`src/rtl/mie_pkg.sv`:
```
// ----------------------------------------------------------------------------
// mie_pkg
// Shared widths and the command and status types of the modular inverse block.
// ----------------------------------------------------------------------------
package mie_pkg;

    localparam int DATA_WIDTH = 32;
    localparam int FIELD_BITS = DATA_WIDTH - 1;
    localparam int COEF_BITS  = DATA_WIDTH;
    localparam int CNT_BITS   = $clog2(FIELD_BITS);
    localparam logic [CNT_BITS-1:0] DIV_LAST = CNT_BITS'(FIELD_BITS - 1);

    typedef struct packed {
        logic load;
        logic div_init;
        logic div_step;
        logic mul;
        logic upd;
        logic finish;
    } t_cmd;

    typedef struct packed {
        logic r1_zero;
        logic div_last;
    } t_status;

endpackage

```
`src/rtl/mie_ctrl.sv`:
```
// ----------------------------------------------------------------------------
// mie_ctrl
// Sequencer of the Euclid loop: division, multiply, update and final reduction.
// ----------------------------------------------------------------------------
module mie_ctrl (
    input  logic            i_clk,
    input  logic            i_rst_n,
    input  logic            i_valid,
    input  logic            i_out_free,
    input  mie_pkg::t_status i_status,
    output mie_pkg::t_cmd   o_cmd,
    output logic            o_busy
);
    import mie_pkg::*;

    typedef enum logic [5:0] {
        S_IDLE  = 6'b000001,
        S_CHECK = 6'b000010,
        S_DIV   = 6'b000100,
        S_MUL   = 6'b001000,
        S_UPD   = 6'b010000,
        S_RED   = 6'b100000
    } t_state;

    t_state r_state;
    t_state n_state;

    always_comb begin
        n_state = r_state;
        o_cmd   = '0;
        case (r_state)
            S_IDLE: begin
                if (i_valid) begin
                    o_cmd.load = 1'b1;
                    n_state    = S_CHECK;
                end
            end
            S_CHECK: begin
                if (i_status.r1_zero) begin
                    n_state = S_RED;
                end else begin
                    o_cmd.div_init = 1'b1;
                    n_state        = S_DIV;
                end
            end
            S_DIV: begin
                o_cmd.div_step = 1'b1;
                if (i_status.div_last) begin
                    n_state = S_MUL;
                end
            end
            S_MUL: begin
                o_cmd.mul = 1'b1;
                n_state   = S_UPD;
            end
            S_UPD: begin
                o_cmd.upd = 1'b1;
                n_state   = S_CHECK;
            end
            S_RED: begin
                if (i_out_free) begin
                    o_cmd.finish = 1'b1;
                    n_state      = S_IDLE;
                end
            end
            default: begin
                n_state = S_IDLE;
            end
        endcase
    end

    always_ff @(posedge i_clk) begin
        if (!i_rst_n) begin
            r_state <= S_IDLE;
        end else begin
            r_state <= n_state;
        end
    end

    assign o_busy = (r_state != S_IDLE);

endmodule

```
`src/rtl/mie_dp.sv`:
```
// ----------------------------------------------------------------------------
// mie_dp
// Remainder and coefficient registers, serial divider, multiplier, reduction.
// ----------------------------------------------------------------------------
module mie_dp (
    input  logic                             i_clk,
    input  mie_pkg::t_cmd                    i_cmd,
    input  logic [mie_pkg::FIELD_BITS-1:0]   i_operand,
    input  logic [mie_pkg::FIELD_BITS-1:0]   i_modulus,
    output mie_pkg::t_status                 o_status,
    output logic [mie_pkg::FIELD_BITS-1:0]   o_inverse,
    output logic                             o_invertible
);
    import mie_pkg::*;

    logic [FIELD_BITS-1:0]       r_r0;
    logic [FIELD_BITS-1:0]       r_r1;
    logic signed [COEF_BITS-1:0] r_s0;
    logic signed [COEF_BITS-1:0] r_s1;
    logic [FIELD_BITS-1:0]       r_rem;
    logic [FIELD_BITS-1:0]       r_quo;
    logic [CNT_BITS-1:0]         r_cnt;
    logic signed [COEF_BITS:0]   r_prod;

    logic [FIELD_BITS:0]           w_rem_sh;
    logic                          w_qbit;
    logic [FIELD_BITS:0]           w_rem_nx;
    logic signed [2*COEF_BITS-1:0] w_prod_full;
    logic signed [COEF_BITS:0]     w_s_diff;
    logic signed [COEF_BITS:0]     w_s0x;
    logic signed [COEF_BITS:0]     w_mx;
    logic signed [COEF_BITS:0]     w_red;

    assign w_rem_sh = {r_rem, r_quo[FIELD_BITS-1]};
    assign w_qbit   = (w_rem_sh >= {1'b0, r_r1});
    assign w_rem_nx = w_qbit ? (w_rem_sh - {1'b0, r_r1}) : w_rem_sh;

    assign w_prod_full = $signed({1'b0, r_quo}) * r_s1;
    assign w_s_diff    = {r_s0[COEF_BITS-1], r_s0} - r_prod;

    always_ff @(posedge i_clk) begin
        if (i_cmd.load) begin
            r_r0 <= i_operand;
            r_r1 <= i_modulus;
            r_s0 <= COEF_BITS'(1);
            r_s1 <= '0;
        end
        if (i_cmd.div_init) begin
            r_rem <= '0;
            r_quo <= r_r0;
            r_cnt <= '0;
        end
        if (i_cmd.div_step) begin
            r_rem <= w_rem_nx[FIELD_BITS-1:0];
            r_quo <= {r_quo[FIELD_BITS-2:0], w_qbit};
            r_cnt <= r_cnt + 1'b1;
        end
        if (i_cmd.mul) begin
            r_prod <= w_prod_full[COEF_BITS:0];
        end
        if (i_cmd.upd) begin
            r_r0 <= r_r1;
            r_r1 <= r_rem;
            r_s0 <= r_s1;
            r_s1 <= w_s_diff[COEF_BITS-1:0];
        end
    end

    assign o_status.r1_zero  = (r_r1 == '0);
    assign o_status.div_last = (r_cnt == DIV_LAST);

    assign w_s0x = {r_s0[COEF_BITS-1], r_s0};
    assign w_mx  = $signed({2'b00, i_modulus});

    always_comb begin
        if (w_s0x < 0) begin
            w_red = w_s0x + w_mx;
        end else if (w_s0x >= w_mx) begin
            w_red = w_s0x - w_mx;
        end else begin
            w_red = w_s0x;
        end
    end

    assign o_inverse    = (i_modulus == '0) ? '0 : w_red[FIELD_BITS-1:0];
    assign o_invertible = (i_modulus != '0) && (r_r0 == FIELD_BITS'(1));

endmodule

```
`src/rtl/modular_inverse_ext_euclid.sv`:
```
// ----------------------------------------------------------------------------
// modular_inverse_ext_euclid
// Modular inverse of an operand against a configured modulus.
// ----------------------------------------------------------------------------
// The input channel (i_valid, o_stall, i_operand) takes one operand per
// transaction. The output channel (o_valid, i_stall, o_inverse, o_invertible)
// returns one result per operand, in order. The modulus is written through
// i_cfg_we and i_cfg_data and resets to two. The user must write it only
// while the block is idle; the block itself does not enforce this.
// Each Euclid step runs a restoring division of one quotient bit per cycle,
// one check, one registered multiply and one update. The next operand is
// accepted once the controller is back in idle after the final reduction.
// Only one operand is in work at a time. The finished result sits in an
// output register, so the next operand is accepted while it waits.
// When the receiver stalls, the result register holds and the loop waits
// with a finished item until the register is free again.
// Reset clears the controller and the output valid flag and sets the
// modulus to two.
// ----------------------------------------------------------------------------
module modular_inverse_ext_euclid (
    input  logic                           i_clk,
    input  logic                           i_rst_n,
    input  logic                           i_valid,
    output logic                           o_stall,
    input  logic [mie_pkg::FIELD_BITS-1:0] i_operand,
    output logic                           o_valid,
    input  logic                           i_stall,
    output logic [mie_pkg::FIELD_BITS-1:0] o_inverse,
    output logic                           o_invertible,
    input  logic                           i_cfg_we,
    input  logic [mie_pkg::FIELD_BITS-1:0] i_cfg_data
);
    import mie_pkg::*;

    logic [FIELD_BITS-1:0] r_modulus;
    logic                  r_out_valid;
    logic [FIELD_BITS-1:0] r_inverse;
    logic                  r_invertible;

    t_cmd                  w_cmd;
    t_status               w_status;
    logic                  w_busy;
    logic                  w_out_free;
    logic [FIELD_BITS-1:0] w_inverse;
    logic                  w_invertible;

    assign w_out_free = !r_out_valid || !i_stall;

    mie_ctrl u_ctrl (
        .i_clk      (i_clk),
        .i_rst_n    (i_rst_n),
        .i_valid    (i_valid),
        .i_out_free (w_out_free),
        .i_status   (w_status),
        .o_cmd      (w_cmd),
        .o_busy     (w_busy)
    );

    mie_dp u_dp (
        .i_clk        (i_clk),
        .i_cmd        (w_cmd),
        .i_operand    (i_operand),
        .i_modulus    (r_modulus),
        .o_status     (w_status),
        .o_inverse    (w_inverse),
        .o_invertible (w_invertible)
    );

    always_ff @(posedge i_clk) begin
        if (!i_rst_n) begin
            r_modulus   <= FIELD_BITS'(2);
            r_out_valid <= 1'b0;
        end else begin
            if (i_cfg_we) begin
                r_modulus <= i_cfg_data;
            end
            if (w_cmd.finish) begin
                r_out_valid <= 1'b1;
            end else if (!i_stall) begin
                r_out_valid <= 1'b0;
            end
        end
    end

    always_ff @(posedge i_clk) begin
        if (w_cmd.finish) begin
            r_inverse    <= w_inverse;
            r_invertible <= w_invertible;
        end
    end

    assign o_stall      = w_busy;
    assign o_valid      = r_out_valid;
    assign o_inverse    = r_inverse;
    assign o_invertible = r_invertible;

    a_accept_busy: assert property (@(posedge i_clk) disable iff (!i_rst_n)
        (i_valid && !o_stall) |=> o_stall)
        else $error("Block not busy after an accepted transaction.");

    a_finish_free: assert property (@(posedge i_clk) disable iff (!i_rst_n)
        w_cmd.finish |-> (!r_out_valid || !i_stall))
        else $error("Result written over a waiting transaction.");

    a_drain: assert property (@(posedge i_clk) disable iff (!i_rst_n)
        (o_valid && !i_stall && !w_cmd.finish) |=> !o_valid)
        else $error("Result delivered twice.");

    a_range: assert property (@(posedge i_clk) disable iff (!i_rst_n)
        (o_valid && o_invertible) |-> (o_inverse < r_modulus))
        else $error("Inverse not reduced below the modulus.");

endmodule
```
`config.mk`:
```
export PLATFORM = sky130hd
export DESIGN_NAME = modular_inverse_ext_euclid
export DESIGN_NICKNAME = d
export VERILOG_FILES = /design/src/rtl/mie_pkg.sv /design/src/rtl/mie_ctrl.sv /design/src/rtl/mie_dp.sv /design/src/rtl/modular_inverse_ext_euclid.sv
export SDC_FILE = /design/constraint.sdc
export NUM_CORES = 2
export LEC_CHECK = 0
export BUFFER_PORTS_ARGS = -buffer_cell sky130_fd_sc_hd__buf_2
export CORE_MARGIN = 4
export CORE_UTILIZATION = 60
export DETAILED_ROUTE_END_ITERATION = 7
export PLACE_DENSITY_LB_ADDON = 0.15
export SYNTH_ARGS = -nofsm -noshare
export SYNTH_HDL_FRONTEND = slang
export SYNTH_SLANG_ARGS = --single-unit
```
`constraint.sdc`:
```
create_clock -name i_clk -period 11.4 [get_ports i_clk]
set_input_delay 0.57 -clock i_clk [delete_from_list [all_inputs] [get_ports i_clk]]
set_output_delay 0.57 -clock i_clk [all_outputs]
set_load 0.01 [all_outputs]
```
==> impl_results.md <==
- FF-to-FF Start: u_dp.r_quo[1]
- Multi-input logic area: 23020 sq um
- Die extent in x: 247.2 um
- Largest net degree at the start of global routing: 95
- CP peak stage delay: 1.00 ns
- Final slew viol count: 0
- Type of the worst setup path: register to register
- Vias in the first global route: 27290
- Synth cell types: 80
- WL per Instance: 21.34 um
- Register area: 8478 sq um
- Max Buffers Root-to-Sink: 3
- Cell taking the most area after synthesis: fa_1
- Hold_sp: i_cfg_data[1]
- Share of layout cells above drive strength 1: 0.05773
- Mean post-synth cell area: 9.326 sq um
- # rows: 87
- CTS tree: yes
- Via count of the routed design: 26070
- Clk_lat worst skew: 0.58 ns
- Hpwl dp: 72.03 mm
- Hold Crit Depth: 3
- Post-Syn Instances: 3680
- Nature of the critical path startpoint: register
- CTS root buffer: clkbuf_16
- Data required time of the critical path: around 12 ns
- Most common cell on crit path: fa_1
- Nets: 4437
- Synthesized Nets: 4434
- CP Buf/Inv Count: 6
- Worst reg2reg path endpoint: u_dp.r_prod[30]
- Starting density of the core: 0.6075
- Total gr overflow: 0
- Detailed Route WL: roughly 95 mm
- IO Pins: 101
- Fill cell total of the finished layout: 4569
- DIE AREA: 61090 sq um
- Number of max-cap violations: 0
- CP Max Fanout: 17
- Setup_tns: 0 ns
- Worst slew pin tran: 1.235 ns
- RSZ-0062 raised after global routing: false
- Core footprint: around 56000 sq um
- Synthesis warning total: 0
- Remaining DRCs: 0
- Routed Antenna Nets: 0
- Count leader, synth: inv_1
- Crit-path leading delay family: adder cells
- GPL Wtd Cong: 0.9460
- # hold bufs at CTS: 0
- Max Freq: 130.3 MHz
- Initial antenna violation count: 1
- Worst R2R Path Depth: 25
- CP endpoint kind: register
- Port bufs: 100
- Post-synthesis sequential area ratio: 0.2470
- ANT cells: 0
- Synth Cell Area: approximately 34000 sq um
- Post-CTS sizing: 0
- GRT Util Overall: 0.3188
- Synth Register Bits: 295
- Worst slew margin: 0.1769
- Synth area leaders: fa_1 24%, edfxtp_1 22%, ha_1 10%, and2_1 6.7%, inv_1 6.3%
- Status: finished clean
- Top cells by count, synth: 580 x inv_1, 431 x nand2_1, 412 x fa_1
- Critical Path AT: 8.00 ns
- R2R setup slack: ~3.7 ns
- Clock Skew: 0.01334 ns
- Drt first pass iters: 6
- Final min period: 7.675 ns
- Final hold vios: 0
- CTS clock-pin slew for the worst setup and hold paths: 0.06 ns
- Synth async-reset ratio: 0
- Number of buffers created by CTS: 30
- Initial drt markers: 1801
- Finished Core Util: 0.6466
- Crit share post-route: 0.6733
- Final setup fails: 0
- Max stage delay cell, worst path: edfxtp_1
- Via density: 5.841
- Ys flop type: edfxtp_1
- Area growth, synth to finish: 6.442%
- Sink Count: ~300
- H-tree levels: 1
- Number of flops mapped to enable cells by yosys: 257
- Top cell type's share of synthesized area: 0.2403
- Die height: 247.2 um
- Hold endpoint: r_modulus[1]
- First-pass GRT wire length: roughly 150 mm
- Worst hold path class: input port to register
- Postcts setup bufs: 0
logic make-up after synthesis:
group,count (synthesis),share of synthesized area
and+or+nand+nor,1206,0.1752
buffers and inverters,756,0.08334
adders and majority gates,687,0.3406
AOI/OAI and AO/OA,525,0.09789
DFF,295,0.2470
xor gates and xnor gates,154,0.03930
muxes,57,0.01666
final cells by class:
cell class,instances,share of cell area
flip-flops and latches,295,0.2321
well taps,756,0.02589
inverters,584,0.06001
clock inverters,23,0.008460
multi-input cells,2629,0.6302
repair buffers,143,0.02254
clock buffers,33,0.02086
how the worst max path moves through the flow:
stage,endpoint,cells past startpoint,startpoint,slack [ns]
final,u_dp.r_prod[30],25,u_dp.r_quo[1],3.72
after global placement,u_dp.r_prod[31],24,u_dp.r_s1[3],3.95
after global routing,u_dp.r_prod[31],24,u_dp.r_s1[6],3.39
after detailed placement,u_dp.r_prod[31],24,u_dp.r_s1[6],3.79
after floorplan,u_dp.r_r0[0],3,u_ctrl.r_state[1],0.84
after CTS,u_dp.r_prod[31],24,u_dp.r_s1[6],3.79
worst min-delay path: stages:
cell and delay (ns):
buf_2 0.08, nand2_1 0.05, o211ai_1 0.06
per-layer routing:
layer  GRT usage  share of wire
met5           0        0.00024
met4      0.1402          0.053
met3     0.03784          0.063
met2      0.5366           0.48
met1      0.4178           0.41
per-stage QoR:
step / worst slack (ns) / hold WS [ns] / cells / instance area [sq um]
final: 3.725 / 0.2247 / 4463 / 36530
after global routing: 3.389 / 0.2552 / 4463 / 36530
after CTS: 3.790 / 0.1989 / 4463 / 36530
after detailed placement: 3.793 / 0.5382 / 4407 / 35460
after global placement: 3.948 / 0.5307 / 4407 / 35460
after floorplan: 0.8367 / 0.5070 / 3680 / 34320
sequential cells by signal, summed over array words and instances (netlist names):
signal	cells
u_dp.r_s0	32
u_dp.r_cnt	5
u_dp.r_quo	31
o_inverse	31
u_dp.r_s1	32
u_dp.r_r1	31
r_modulus	31
u_dp.r_rem	31
u_ctrl.r_state	6
u_dp.r_prod	32
o_invertible	1
u_dp.r_r0	31
o_valid	1
layout by cell type, fill, tap and decap left out, types with 43 or more instances in the layout:
| cell | count |
|---|---|
| a21oi_1 | 121 |
| inv_1 | 580 |
| nand2_1 | 431 |
| nor2_1 | 169 |
| buf_4 | 43 |
| edfxtp_1 | 257 |
| buf_2 | 100 |
| a21o_1 | 43 |
| nor2b_1 | 49 |
| o21ai_0 | 126 |
| fa_1 | 412 |
| xnor2_1 | 116 |
| and2_1 | 366 |
| ha_1 | 275 |
| mux2i_1 | 56 |
Power is left out: the tool's default activity adds up to more than one toggle a clock period on the data nets, which glitch-free logic cannot reach.
